File: src/hw/rtl/amdl_pkg.sv
`timescale 1ns / 1ps
// shared types, constants and register codes of the arm motor drive limiter
package amdl_pkg;

    localparam int POS_W     = 16;
    localparam int SPEED_W   = 8;
    localparam int STEP_W    = 7;
    localparam int PWM_W     = 8;
    localparam int CFG_IDX_W = 3;
    localparam int CFG_DAT_W = 16;

    // zone divisors
    localparam int DOWN_STOP_DIV_DEF = 8;
    localparam int DOWN_FINE_DIV_DEF = 4;
    localparam int DOWN_SLOW_DIV_DEF = 2;
    localparam int UP_FINE_DIV_DEF   = 4;
    localparam int UP_SLOW_DIV_DEF   = 2;

    // fixed point shift of the reciprocal used for the zone division
    localparam int RECIP_SHIFT = 16;
    localparam int RECIP_W     = RECIP_SHIFT + 1;

    // entries of the classify queue
    localparam int QDEPTH = 2;
    localparam int QPTR_W = (QDEPTH > 1) ? $clog2(QDEPTH) : 1;
    localparam int QCNT_W = $clog2(QDEPTH + 1);

    localparam logic signed [SPEED_W-1:0] DEADBAND_HI = 8'sd15;
    localparam logic signed [SPEED_W-1:0] DEADBAND_LO = -8'sd15;
    localparam logic signed [9:0]         SPEED_MAX   = 10'sd127;
    localparam logic signed [9:0]         SPEED_MIN   = -10'sd127;
    localparam logic signed [9:0]         PWM_MID     = 10'sd127;
    localparam logic signed [9:0]         PWM_TOP     = 10'sd254;

    typedef enum logic [CFG_IDX_W-1:0] {
        REG_RAMP_STEP     = 3'd0,
        REG_ALLOWED_ERROR = 3'd1,
        REG_DOWN_STOP_POS = 3'd2,
        REG_DOWN_FINE_POS = 3'd3,
        REG_DOWN_SLOW_POS = 3'd4,
        REG_UP_FINE_POS   = 3'd5,
        REG_UP_SLOW_POS   = 3'd6
    } cfg_index_t;

    typedef struct packed {
        logic [STEP_W-1:0] ramp_step;
        logic [POS_W-1:0]  allowed_error;
        logic [POS_W-1:0]  down_stop_pos;
        logic [POS_W-1:0]  down_fine_pos;
        logic [POS_W-1:0]  down_slow_pos;
        logic [POS_W-1:0]  up_fine_pos;
        logic [POS_W-1:0]  up_slow_pos;
    } cfg_t;

    typedef struct packed {
        logic le_stop;
        logic le_fine;
        logic le_slow;
        logic ge_ufine;
        logic ge_uslow;
    } zone_t;

    typedef struct packed {
        logic                      manual;
        logic                      in_window;
        logic signed [SPEED_W-1:0] want;
        logic                      bot_n;
        logic                      top_n;
        zone_t                     zone;
    } q_item_t;

endpackage

File: src/hw/rtl/amdl_in_if.sv
`timescale 1ns / 1ps
// input item channel of the arm motor drive limiter
interface amdl_in_if;
    logic                                        valid;
    logic                                        ready;
    logic signed [amdl_pkg::SPEED_W-1:0]         stick;
    logic signed [amdl_pkg::SPEED_W-1:0]         pid_speed;
    logic        [amdl_pkg::POS_W-1:0]           position;
    logic        [amdl_pkg::POS_W-1:0]           target_position;
    logic                                        bottom_limit_n;
    logic                                        top_limit_n;

    modport source (
        output valid, stick, pid_speed, position, target_position, bottom_limit_n,
               top_limit_n,
        input  ready
    );
    modport sink (
        input  valid, stick, pid_speed, position, target_position, bottom_limit_n,
               top_limit_n,
        output ready
    );
endinterface

File: src/hw/rtl/amdl_out_if.sv
`timescale 1ns / 1ps
// result item channel of the arm motor drive limiter
interface amdl_out_if;
    logic                          valid;
    logic                          ready;
    logic [amdl_pkg::PWM_W-1:0]    pwm;
    logic                          manual_mode;

    modport source (
        output valid, pwm, manual_mode,
        input  ready
    );
    modport sink (
        input  valid, pwm, manual_mode,
        output ready
    );
endinterface

File: src/hw/rtl/amdl_cfg_if.sv
`timescale 1ns / 1ps
// configuration write channel of the arm motor drive limiter
interface amdl_cfg_if;
    logic                              valid;
    logic                              ready;
    logic [amdl_pkg::CFG_IDX_W-1:0]    index;
    logic [amdl_pkg::CFG_DAT_W-1:0]    data;

    modport source (
        output valid, index, data,
        input  ready
    );
    modport sink (
        input  valid, index, data,
        output ready
    );
endinterface

File: src/hw/rtl/amdl_cfg_regs.sv
`timescale 1ns / 1ps
// configuration register file
module amdl_cfg_regs (
    input  logic            clk,
    input  logic            rst_n,
    amdl_cfg_if.sink        cfg,
    output amdl_pkg::cfg_t  regs
);

    amdl_pkg::cfg_t regs_reg;

    assign cfg.ready = 1'b1;
    assign regs      = regs_reg;

    always_ff @(posedge clk or negedge rst_n)
    begin
        if (!rst_n)
        begin
            regs_reg.ramp_step     <= 7'd10;
            regs_reg.allowed_error <= 16'd20;
            regs_reg.down_stop_pos <= 16'd50;
            regs_reg.down_fine_pos <= 16'd150;
            regs_reg.down_slow_pos <= 16'd300;
            regs_reg.up_fine_pos   <= 16'd60000;
            regs_reg.up_slow_pos   <= 16'd55000;
        end
        else if (cfg.valid)
        begin
            case (amdl_pkg::cfg_index_t'(cfg.index))
                amdl_pkg::REG_RAMP_STEP:     regs_reg.ramp_step     <= cfg.data[6:0];
                amdl_pkg::REG_ALLOWED_ERROR: regs_reg.allowed_error <= cfg.data;
                amdl_pkg::REG_DOWN_STOP_POS: regs_reg.down_stop_pos <= cfg.data;
                amdl_pkg::REG_DOWN_FINE_POS: regs_reg.down_fine_pos <= cfg.data;
                amdl_pkg::REG_DOWN_SLOW_POS: regs_reg.down_slow_pos <= cfg.data;
                amdl_pkg::REG_UP_FINE_POS:   regs_reg.up_fine_pos   <= cfg.data;
                amdl_pkg::REG_UP_SLOW_POS:   regs_reg.up_slow_pos   <= cfg.data;
                default:                     ;
            endcase
        end
    end

endmodule

File: src/hw/rtl/amdl_front.sv
`timescale 1ns / 1ps
// front end: accepts samples and classifies mode, target window and position zones
module amdl_front (
    amdl_in_if.sink              sample,
    input  amdl_pkg::cfg_t       regs,
    input  logic                 full,
    output logic                 push,
    output amdl_pkg::q_item_t    item
);

    logic [amdl_pkg::POS_W-1:0] win_lo;
    logic [amdl_pkg::POS_W:0]   win_hi;
    logic signed [8:0]          stick_ext;
    logic signed [8:0]          half_stick;

    assign sample.ready = !full;
    assign push         = sample.valid && !full;

    always_comb
    begin
        // lower window edge saturates at zero, upper edge keeps its carry
        win_lo = (sample.target_position >= regs.allowed_error)
               ? sample.target_position - regs.allowed_error : '0;
        win_hi = {1'b0, sample.target_position} + {1'b0, regs.allowed_error};

        // half the stick, truncated toward zero
        stick_ext  = {sample.stick[7], sample.stick};
        half_stick = (stick_ext + {8'd0, sample.stick[7]}) >>> 1;

        item.manual    = !(sample.stick <= amdl_pkg::DEADBAND_HI
                           && sample.stick >= amdl_pkg::DEADBAND_LO);
        item.in_window = (sample.position >= win_lo)
                         && ({1'b0, sample.position} <= win_hi);
        item.want      = item.manual ? half_stick[7:0] : sample.pid_speed;
        item.bot_n     = sample.bottom_limit_n;
        item.top_n     = sample.top_limit_n;

        item.zone.le_stop  = sample.position <= regs.down_stop_pos;
        item.zone.le_fine  = sample.position <= regs.down_fine_pos;
        item.zone.le_slow  = sample.position <= regs.down_slow_pos;
        item.zone.ge_ufine = sample.position >= regs.up_fine_pos;
        item.zone.ge_uslow = sample.position >= regs.up_slow_pos;
    end

endmodule

File: src/hw/rtl/amdl_queue.sv
`timescale 1ns / 1ps
// small fifo of classified items between front and back
module amdl_queue (
    input  logic                 clk,
    input  logic                 rst_n,
    input  logic                 push,
    input  amdl_pkg::q_item_t    push_item,
    output logic                 full,
    input  logic                 pop,
    output logic                 head_valid,
    output amdl_pkg::q_item_t    head_item
);

    localparam int DEPTH = amdl_pkg::QDEPTH;
    localparam int PW    = amdl_pkg::QPTR_W;
    localparam int CW    = amdl_pkg::QCNT_W;

    amdl_pkg::q_item_t mem_reg [DEPTH];
    logic [PW-1:0]     wr_ptr_reg;
    logic [PW-1:0]     rd_ptr_reg;
    logic [CW-1:0]     count_reg;
    logic [PW-1:0]     wr_ptr_next;
    logic [PW-1:0]     rd_ptr_next;
    logic [CW-1:0]     count_next;

    assign full       = (count_reg == CW'(DEPTH));
    assign head_valid = (count_reg != '0);
    assign head_item  = mem_reg[rd_ptr_reg];

    always_comb
    begin
        wr_ptr_next = wr_ptr_reg;
        rd_ptr_next = rd_ptr_reg;
        count_next  = count_reg;
        if (push)
        begin
            wr_ptr_next = (wr_ptr_reg == PW'(DEPTH - 1)) ? '0 : wr_ptr_reg + 1'b1;
        end
        if (pop)
        begin
            rd_ptr_next = (rd_ptr_reg == PW'(DEPTH - 1)) ? '0 : rd_ptr_reg + 1'b1;
        end
        if (push && !pop)
        begin
            count_next = count_reg + 1'b1;
        end
        else if (pop && !push)
        begin
            count_next = count_reg - 1'b1;
        end
    end

    always_ff @(posedge clk or negedge rst_n)
    begin
        if (!rst_n)
        begin
            wr_ptr_reg <= '0;
            rd_ptr_reg <= '0;
            count_reg  <= '0;
        end
        else
        begin
            wr_ptr_reg <= wr_ptr_next;
            rd_ptr_reg <= rd_ptr_next;
            count_reg  <= count_next;
        end
    end

    always_ff @(posedge clk)
    begin
        if (push)
        begin
            mem_reg[wr_ptr_reg] <= push_item;
        end
    end

    a_count_bound: assert property (@(posedge clk) disable iff (!rst_n)
        count_reg <= CW'(DEPTH))
        else $error("queue count above depth");

    a_no_pop_empty: assert property (@(posedge clk) disable iff (!rst_n)
        pop |-> head_valid)
        else $error("pop from empty queue");

    a_count_up: assert property (@(posedge clk) disable iff (!rst_n)
        (push && !pop) |=> count_reg == $past(count_reg) + 1'b1)
        else $error("queue count did not follow a lone push");

endmodule

File: src/hw/rtl/amdl_back.sv
`timescale 1ns / 1ps
// back end: slew limit against last speed, then limit cutoff, zone division and pwm offset
module amdl_back #(
    parameter int DOWN_STOP_DIV = amdl_pkg::DOWN_STOP_DIV_DEF,
    parameter int DOWN_FINE_DIV = amdl_pkg::DOWN_FINE_DIV_DEF,
    parameter int DOWN_SLOW_DIV = amdl_pkg::DOWN_SLOW_DIV_DEF,
    parameter int UP_FINE_DIV   = amdl_pkg::UP_FINE_DIV_DEF,
    parameter int UP_SLOW_DIV   = amdl_pkg::UP_SLOW_DIV_DEF
) (
    input  logic                 clk,
    input  logic                 rst_n,
    input  logic [amdl_pkg::STEP_W-1:0] ramp_step,
    input  logic                 head_valid,
    input  amdl_pkg::q_item_t    head_item,
    output logic                 pop,
    amdl_out_if.source           result
);

    localparam int SH = amdl_pkg::RECIP_SHIFT;
    localparam int RW = amdl_pkg::RECIP_W;

    // rounded-up reciprocals, exact for 8-bit magnitudes
    localparam logic [RW-1:0] R_STOP  = RW'(((1 << SH) + DOWN_STOP_DIV - 1) / DOWN_STOP_DIV);
    localparam logic [RW-1:0] R_FINE  = RW'(((1 << SH) + DOWN_FINE_DIV - 1) / DOWN_FINE_DIV);
    localparam logic [RW-1:0] R_SLOW  = RW'(((1 << SH) + DOWN_SLOW_DIV - 1) / DOWN_SLOW_DIV);
    localparam logic [RW-1:0] R_UFINE = RW'(((1 << SH) + UP_FINE_DIV - 1) / UP_FINE_DIV);
    localparam logic [RW-1:0] R_USLOW = RW'(((1 << SH) + UP_SLOW_DIV - 1) / UP_SLOW_DIV);
    localparam logic [RW-1:0] R_ONE   = RW'(1 << SH);

    // slew stage
    logic signed [7:0]  last_speed_reg;
    logic               s1_valid_reg;
    logic signed [7:0]  s1_speed_reg;
    logic               s1_manual_reg;
    logic               s1_bot_n_reg;
    logic               s1_top_n_reg;
    amdl_pkg::zone_t    s1_zone_reg;
    logic               s1_load;
    logic signed [7:0]  speed_next;
    logic signed [9:0]  want10;
    logic signed [9:0]  prev10;
    logic signed [9:0]  step10;
    logic signed [9:0]  slew10;

    // zone stage and output register
    logic               o_valid_reg;
    logic [7:0]         pwm_reg;
    logic               manual_reg;
    logic               o_free;
    logic [7:0]         pwm_next;
    logic               s_neg;
    logic               s_pos;
    logic               cut;
    logic signed [8:0]  s_ext;
    logic signed [8:0]  s_negated;
    logic [7:0]         mag;
    logic [RW-1:0]      recip;
    logic [RW+7:0]      prod;
    logic [7:0]         quot;
    logic signed [8:0]  zoned;
    logic signed [9:0]  drive;

    assign o_free  = !o_valid_reg || result.ready;
    assign s1_load = !s1_valid_reg || o_free;
    assign pop     = head_valid && s1_load;

    always_comb
    begin
        want10 = {{2{head_item.want[7]}}, head_item.want};
        prev10 = {{2{last_speed_reg[7]}}, last_speed_reg};
        step10 = {3'b000, ramp_step};
        if (want10 - prev10 > step10)
        begin
            slew10 = prev10 + step10;
        end
        else if (prev10 - want10 > step10)
        begin
            slew10 = prev10 - step10;
        end
        else
        begin
            slew10 = want10;
        end
        if ((want10 < 0 && slew10 > 0) || (want10 > 0 && slew10 < 0))
        begin
            slew10 = -slew10;
        end
        if (head_item.manual)
        begin
            if (slew10 < amdl_pkg::SPEED_MIN)
            begin
                slew10 = amdl_pkg::SPEED_MIN;
            end
            if (slew10 > amdl_pkg::SPEED_MAX)
            begin
                slew10 = amdl_pkg::SPEED_MAX;
            end
        end
        if (!head_item.manual && head_item.in_window)
        begin
            speed_next = '0;
        end
        else
        begin
            speed_next = slew10[7:0];
        end
    end

    always_ff @(posedge clk or negedge rst_n)
    begin
        if (!rst_n)
        begin
            last_speed_reg <= '0;
            s1_valid_reg   <= 1'b0;
        end
        else
        begin
            if (s1_load)
            begin
                s1_valid_reg <= head_valid;
            end
            if (pop)
            begin
                last_speed_reg <= speed_next;
            end
        end
    end

    always_ff @(posedge clk)
    begin
        if (pop)
        begin
            s1_speed_reg  <= speed_next;
            s1_manual_reg <= head_item.manual;
            s1_bot_n_reg  <= head_item.bot_n;
            s1_top_n_reg  <= head_item.top_n;
            s1_zone_reg   <= head_item.zone;
        end
    end

    always_comb
    begin
        s_neg     = s1_speed_reg[7];
        s_pos     = !s1_speed_reg[7] && (s1_speed_reg != '0);
        cut       = (!s_pos && !s1_bot_n_reg) || (!s_neg && !s1_top_n_reg);
        s_ext     = {s1_speed_reg[7], s1_speed_reg};
        s_negated = -s_ext;
        mag       = s_neg ? s_negated[7:0] : s1_speed_reg[7:0];

        // down zones first, stop before fine before slow
        if (s_neg && s1_zone_reg.le_stop)
        begin
            recip = R_STOP;
        end
        else if (s_neg && s1_zone_reg.le_fine)
        begin
            recip = R_FINE;
        end
        else if (s_neg && s1_zone_reg.le_slow)
        begin
            recip = R_SLOW;
        end
        else if (s_pos && s1_zone_reg.ge_ufine)
        begin
            recip = R_UFINE;
        end
        else if (s_pos && s1_zone_reg.ge_uslow)
        begin
            recip = R_USLOW;
        end
        else
        begin
            recip = R_ONE;
        end

        prod  = {{RW{1'b0}}, mag} * {8'd0, recip};
        quot  = prod[SH+7:SH];
        zoned = s_neg ? -$signed({1'b0, quot}) : $signed({1'b0, quot});
        if (cut)
        begin
            zoned = '0;
        end
        drive = {zoned[8], zoned} + amdl_pkg::PWM_MID;
        if (drive < 0)
        begin
            drive = '0;
        end
        else if (drive > amdl_pkg::PWM_TOP)
        begin
            drive = amdl_pkg::PWM_TOP;
        end
        pwm_next = drive[7:0];
    end

    always_ff @(posedge clk or negedge rst_n)
    begin
        if (!rst_n)
        begin
            o_valid_reg <= 1'b0;
        end
        else if (o_free)
        begin
            o_valid_reg <= s1_valid_reg;
        end
    end

    always_ff @(posedge clk)
    begin
        if (o_free && s1_valid_reg)
        begin
            pwm_reg    <= pwm_next;
            manual_reg <= s1_manual_reg;
        end
    end

    assign result.valid       = o_valid_reg;
    assign result.pwm         = pwm_reg;
    assign result.manual_mode = manual_reg;

    a_last_speed: assert property (@(posedge clk) disable iff (!rst_n)
        pop |=> last_speed_reg == s1_speed_reg)
        else $error("last speed differs from the speed passed on");

    a_manual_range: assert property (@(posedge clk) disable iff (!rst_n)
        (s1_valid_reg && s1_manual_reg) |-> s1_speed_reg != -8'sd128)
        else $error("manual speed outside clamp range");

    a_pwm_range: assert property (@(posedge clk) disable iff (!rst_n)
        o_valid_reg |-> pwm_reg != 8'd255)
        else $error("pwm above top of range");

endmodule

File: src/hw/rtl/arm_motor_drive_limiter_top.sv
`timescale 1ns / 1ps
// top level of the arm motor drive limiter
//
// One sample per control tick goes in on the sample channel and one result
// (pwm, manual_mode) comes out on the result channel, in order. The block
// takes one sample every clock cycle when the result side keeps up; each
// sample passes from the queue through the slew register to the output
// register. That rate is set by the slew stage, whose last-speed register is
// read and updated on each pop. The front end classifies each sample
// (deadband, target window, position zones) and writes it into a two-entry
// queue; the back end runs the slew limit, then the limit-switch cutoff,
// zone division by reciprocal multiply and the 127 offset with clamp, and
// holds the result in an output register, so up to three more samples are
// taken while a result waits before the sample side stalls. Registers are
// written through the cfg channel (always ready)
// by index in the order ramp_step, allowed_error, down_stop_pos,
// down_fine_pos, down_slow_pos, up_fine_pos, up_slow_pos; other indexes are
// ignored. Write them only while no sample is in flight.
module arm_motor_drive_limiter_top #(
    parameter int DOWN_STOP_DIV = amdl_pkg::DOWN_STOP_DIV_DEF,
    parameter int DOWN_FINE_DIV = amdl_pkg::DOWN_FINE_DIV_DEF,
    parameter int DOWN_SLOW_DIV = amdl_pkg::DOWN_SLOW_DIV_DEF,
    parameter int UP_FINE_DIV   = amdl_pkg::UP_FINE_DIV_DEF,
    parameter int UP_SLOW_DIV   = amdl_pkg::UP_SLOW_DIV_DEF
) (
    input  logic        clk,
    input  logic        rst_n,
    amdl_in_if.sink     sample,
    amdl_out_if.source  result,
    amdl_cfg_if.sink    cfg
);

    // configuration registers shared by front and back
    amdl_pkg::cfg_t     regs;

    // queue between front and back
    logic               push;
    logic               full;
    logic               pop;
    logic               head_valid;
    amdl_pkg::q_item_t  push_item;
    amdl_pkg::q_item_t  head_item;

    amdl_cfg_regs u_cfg_regs (
        .clk   (clk),
        .rst_n (rst_n),
        .cfg   (cfg),
        .regs  (regs)
    );

    // classify on the sample transfer, no state here
    amdl_front u_front (
        .sample (sample),
        .regs   (regs),
        .full   (full),
        .push   (push),
        .item   (push_item)
    );

    // decouples sample acceptance from result stalls
    amdl_queue u_queue (
        .clk        (clk),
        .rst_n      (rst_n),
        .push       (push),
        .push_item  (push_item),
        .full       (full),
        .pop        (pop),
        .head_valid (head_valid),
        .head_item  (head_item)
    );

    // slew stage, then zone stage feeding the output register
    amdl_back #(
        .DOWN_STOP_DIV (DOWN_STOP_DIV),
        .DOWN_FINE_DIV (DOWN_FINE_DIV),
        .DOWN_SLOW_DIV (DOWN_SLOW_DIV),
        .UP_FINE_DIV   (UP_FINE_DIV),
        .UP_SLOW_DIV   (UP_SLOW_DIV)
    ) u_back (
        .clk        (clk),
        .rst_n      (rst_n),
        .ramp_step  (regs.ramp_step),
        .head_valid (head_valid),
        .head_item  (head_item),
        .pop        (pop),
        .result     (result)
    );

endmodule

File: src/flat_wrapper.sv
// flat-port wrapper written by rule: the top's interface ports become plain ports
module arm_motor_drive_limiter_top_flat 
#(
    parameter int DOWN_STOP_DIV = amdl_pkg::DOWN_STOP_DIV_DEF,
    parameter int DOWN_FINE_DIV = amdl_pkg::DOWN_FINE_DIV_DEF,
    parameter int DOWN_SLOW_DIV = amdl_pkg::DOWN_SLOW_DIV_DEF,
    parameter int UP_FINE_DIV   = amdl_pkg::UP_FINE_DIV_DEF,
    parameter int UP_SLOW_DIV   = amdl_pkg::UP_SLOW_DIV_DEF
)
  (clk, rst_n, sample_valid, sample_stick, sample_pid_speed, sample_position, sample_target_position, sample_bottom_limit_n, sample_top_limit_n, sample_ready, result_valid, result_pwm, result_manual_mode, result_ready, cfg_valid, cfg_index, cfg_data, cfg_ready);
  amdl_in_if sample_i ();
  amdl_out_if result_i ();
  amdl_cfg_if cfg_i ();
  input  logic clk;
  input  logic rst_n;
  input wire logic [$bits(sample_i.valid)-1:0] sample_valid;
  input wire logic [$bits(sample_i.stick)-1:0] sample_stick;
  input wire logic [$bits(sample_i.pid_speed)-1:0] sample_pid_speed;
  input wire logic [$bits(sample_i.position)-1:0] sample_position;
  input wire logic [$bits(sample_i.target_position)-1:0] sample_target_position;
  input wire logic [$bits(sample_i.bottom_limit_n)-1:0] sample_bottom_limit_n;
  input wire logic [$bits(sample_i.top_limit_n)-1:0] sample_top_limit_n;
  output wire logic [$bits(sample_i.ready)-1:0] sample_ready;
  output wire logic [$bits(result_i.valid)-1:0] result_valid;
  output wire logic [$bits(result_i.pwm)-1:0] result_pwm;
  output wire logic [$bits(result_i.manual_mode)-1:0] result_manual_mode;
  input wire logic [$bits(result_i.ready)-1:0] result_ready;
  input wire logic [$bits(cfg_i.valid)-1:0] cfg_valid;
  input wire logic [$bits(cfg_i.index)-1:0] cfg_index;
  input wire logic [$bits(cfg_i.data)-1:0] cfg_data;
  output wire logic [$bits(cfg_i.ready)-1:0] cfg_ready;
  assign sample_i.valid = sample_valid;
  assign sample_i.stick = sample_stick;
  assign sample_i.pid_speed = sample_pid_speed;
  assign sample_i.position = sample_position;
  assign sample_i.target_position = sample_target_position;
  assign sample_i.bottom_limit_n = sample_bottom_limit_n;
  assign sample_i.top_limit_n = sample_top_limit_n;
  assign sample_ready = sample_i.ready;
  assign result_valid = result_i.valid;
  assign result_pwm = result_i.pwm;
  assign result_manual_mode = result_i.manual_mode;
  assign result_i.ready = result_ready;
  assign cfg_i.valid = cfg_valid;
  assign cfg_i.index = cfg_index;
  assign cfg_i.data = cfg_data;
  assign cfg_ready = cfg_i.ready;
  arm_motor_drive_limiter_top #(.DOWN_STOP_DIV(DOWN_STOP_DIV), .DOWN_FINE_DIV(DOWN_FINE_DIV), .DOWN_SLOW_DIV(DOWN_SLOW_DIV), .UP_FINE_DIV(UP_FINE_DIV), .UP_SLOW_DIV(UP_SLOW_DIV)) u_core (.clk(clk), .rst_n(rst_n), .sample(sample_i), .result(result_i), .cfg(cfg_i));
endmodule
File: config.mk
export PLATFORM = sky130hd
export DESIGN_NAME = arm_motor_drive_limiter_top_flat
export DESIGN_NICKNAME = d
export VERILOG_FILES = /design/src/hw/rtl/amdl_pkg.sv /design/src/hw/rtl/amdl_in_if.sv /design/src/hw/rtl/amdl_out_if.sv /design/src/hw/rtl/amdl_cfg_if.sv /design/src/hw/rtl/amdl_cfg_regs.sv /design/src/hw/rtl/amdl_front.sv /design/src/hw/rtl/amdl_queue.sv /design/src/hw/rtl/amdl_back.sv /design/src/hw/rtl/arm_motor_drive_limiter_top.sv /design/src/flat_wrapper.sv
export SDC_FILE = /design/constraint.sdc
export NUM_CORES = 1
export LEC_CHECK = 0
export ABC_AREA = 1
export BUFFER_PORTS_ARGS = -buffer_cell sky130_fd_sc_hd__buf_2
export CAP_MARGIN = 5
export CORE_AREA = 2 2 142 200
export CTS_CLUSTER_SIZE = 24
export DETAILED_ROUTE_END_ITERATION = 10
export DIE_AREA = 0 0 144 202
export GPL_TIMING_DRIVEN = 0
export PLACE_DENSITY_LB_ADDON = 0.2
export SLEW_MARGIN = 20
export SYNTH_ARGS = -nofsm -noshare
export SYNTH_HDL_FRONTEND = slang
export SYNTH_SLANG_ARGS = --single-unit
File: constraint.sdc
create_clock -name clk -period 15.55 [get_ports clk]
set_input_delay 1.555 -clock clk [delete_from_list [all_inputs] [get_ports clk]]
set_output_delay 1.555 -clock clk [all_outputs]
set_load 0.01 [all_outputs]
==> impl_metrics.toml <==
[run_status]
outcome = "complete, no violations"

[grt]
grt_pass1_wl_um = 60820
antenna_found_initial = 0
first_global_vias = 12930
grt_max_degree = 80
gr-usage-all-layers_pct = 26.90
gr-total-overflow = 0

[setup_path]
cpMaxStageDelayCell = "o21ai_0"
cp_slowest_stage_delay_ns = 0.80
cp.arrival_ns = 6.92
worstPathRequired_ns = 15.96
cp-start-kind = "flop"
crit_type = "flop to flop"
critical_path.most_common_cell = "nand2_1"
crit_path_end_kind = "flop"
crit_fanout = 10

[sta]
finClkSkew_ns = 0.01256
slew-limit-headroom_pct = 33.27
tightest_slew_ns = 0.9905
whs_ns = 0.4259
setup_tns_ns = 0
setup_viol = 0
drv_slew = 0
hold_viol = 0
worst_slack_ns = 9.038
fmax_mhz = 153.6
period_share_pct = 41.88
finalCriticalPeriod_ns = 6.512
rsz0062_at_grt = "false"

[logic_synthesis]
syn-cell-area_um2 = 14830
synth_top_flop_cell = "dfrtp_1"
synth_cell_types = 58
ys_warn_count = 0
synth_async_sr_flop_share_pct = 66.48
synth_edf_count = 59
syn_area_per_cell_um2 = 7.891
synth_fp_nets = 2195
yosysSeqAreaShare_pct = 31.96
synth_cells = 1879
ys_ff_latch = 176

[die]
placementRows = 72
io_pins = 86
die_w_um = 144
initial_core_util_pct = 54.32
die_area_um2 = 29090
core_um2 = 27300
die_y_um = 202

[routing]
wl_per_cell_um = 15.84
first_iter_violations = 596
avgViaCountPerCell = 5.395
wirelength_um = 37510
vias = 12780
remaining_drc_errors = 0
ant_nets = 0
dr.pass1.iters = 5

[cts]
path_clk_slew_ns = 0.08
clock-sinks = 176
cts_buffer_depth = 2
postCtsSetupRepairBufs = 0
cts_tree = "yes"
cts_hold_buf = 0
clk_latency_ns = 0.46
cts_buffers = 17
htreeDepth = 4
cts_root_buf = "clkbuf_16"
cts_resized = 0

[place]
io_buffers = 84
dp_worst_setup_slack_ns = 9.034
dp_hpwl_um = 30550
gp_congestion = 0.9739
place_area_um2 = 15770

[finish]
drive_gt1_share_pct = 11.86
largest_register_ffs = 103
antenna_cells = 0
fillCellCount = 2522
syn_to_final_growth_pct = 10.30
final_area_um2 = 16350
layout.nets = 2301

[worst_hold_path]
worstHoldPathType = "flop to flop"

[flow_run]
maxCapViolCount = 0
cells by family after synthesis:
| family | share of synthesized area [%] |
|---|---|
| and+or+nand+nor | 21.36 |
| AOI/OAI and AO/OA | 12.95 |
| buffers and inverters | 8.844 |
| adders and majority gates | 21.28 |
| DFF | 31.96 |
| xor gates and xnor gates | 3.477 |
| other | 0.05065 |
| muxes | 0.07594 |
placed cells by master, fill, tap and decap left out, types with 14 or more instances in the layout:
cell type,instances
nand2_1,418
inv_1,288
ha_1,225
o21ai_0,149
nor2_1,119
a21oi_1,104
buf_2,87
dfrtp_1,86
nand3_1,85
edfxtp_1,59
xor2_1,43
dfstp_2,31
clkbuf_1,27
or2_2,19
nand2_2,17
fa_1,17
clkbuf_16,17
nand4_1,16
nor3_1,15
xnor2_1,14
metal layers:
layer | up-vias | wire (um) | global-route usage [%]
li1 | 6388 | - | -
met1 | 6012 | 14040 | 27.36
met2 | 265 | 20170 | 51.43
met3 | 111 | 959 | 3.198
met4 | 0 | 2342 | 15.72
met5 | - | 0 | 0
cell usage after synthesis, types with 8 or more instances:
master    number  share of area (%)
nand2_1      418                 11
clkbuf_1      27               0.68
inv_1        288                7.3
nand2_2       17               0.72
o21ai_0      149                5.0
nor3_1        15               0.51
fa_1          17                2.3
xor2_1        43                2.5
o21bai_1       8               0.41
a31oi_1       11               0.46
dfrtp_1       86                 15
o21a_1        11               0.56
nand3b_1       9               0.46
dfstp_2       31                5.5
edfxtp_1      59                 12
xnor2_1       14               0.83
or2_2         19               0.80
nand4_1       16               0.68
ha_1         225                 19
nor2_1       121                3.1
nand3_1       85                2.9
a21oi_1      105                3.5
critical path, delay by kind of cell, from the launching register on:
family	cells	cell delay, ns
flip-flops	1	0.36
XOR/XNOR	1	0.17
buffers and inverters	6	0.86
AND/OR/NAND/NOR	26	2.30
AO/OA/AOI/OAI	3	1.37
adder cells (fa/ha/maj)	5	1.39
final timing paths:
path                                                    endpoint                         from  slack (ns)  depth (start not counted)
worst max-delay path             u_core.u_back.last_speed_reg[1]    u_core.u_queue.rd_ptr_reg        9.04                         41
worst max register to register   u_core.u_back.last_speed_reg[1]    u_core.u_queue.rd_ptr_reg        9.04                         41
max in group asynchronous             u_core.u_cfg_regs.regs[12]                        rst_n       13.76                          2
worst min register to register  u_core.u_back.result.manual_mode  u_core.u_back.s1_manual_reg        0.43                          0
worst min-delay path            u_core.u_back.result.manual_mode  u_core.u_back.s1_manual_reg        0.43                          0
min in group asynchronous             u_core.u_cfg_regs.regs[81]                        rst_n        1.01                          1
per-stage QoR:
step                instances  utilization [%]
floorplan                1879                -
global placement         2333            57.55
detailed placement       2336            57.78
CTS                      2368            59.90
global route             2368            59.91
finish                   2368            59.91
cell type report:
class                   instances  area, um2  area share [%]
well taps                     370      462.9           2.831
flip-flops and latches        176       4738           28.97
multi-input cells            1368       8786           53.72
clock buffers                  17      425.4           2.601
inverters                     295       1107           6.771
plain buffers                  40      203.9           1.247
clock inverters                15      153.9          0.9410
repair buffers                 87      476.7           2.915
Power is not shown: default switching activity piles up to over one toggle a cycle in this logic, so the estimate is an artifact.
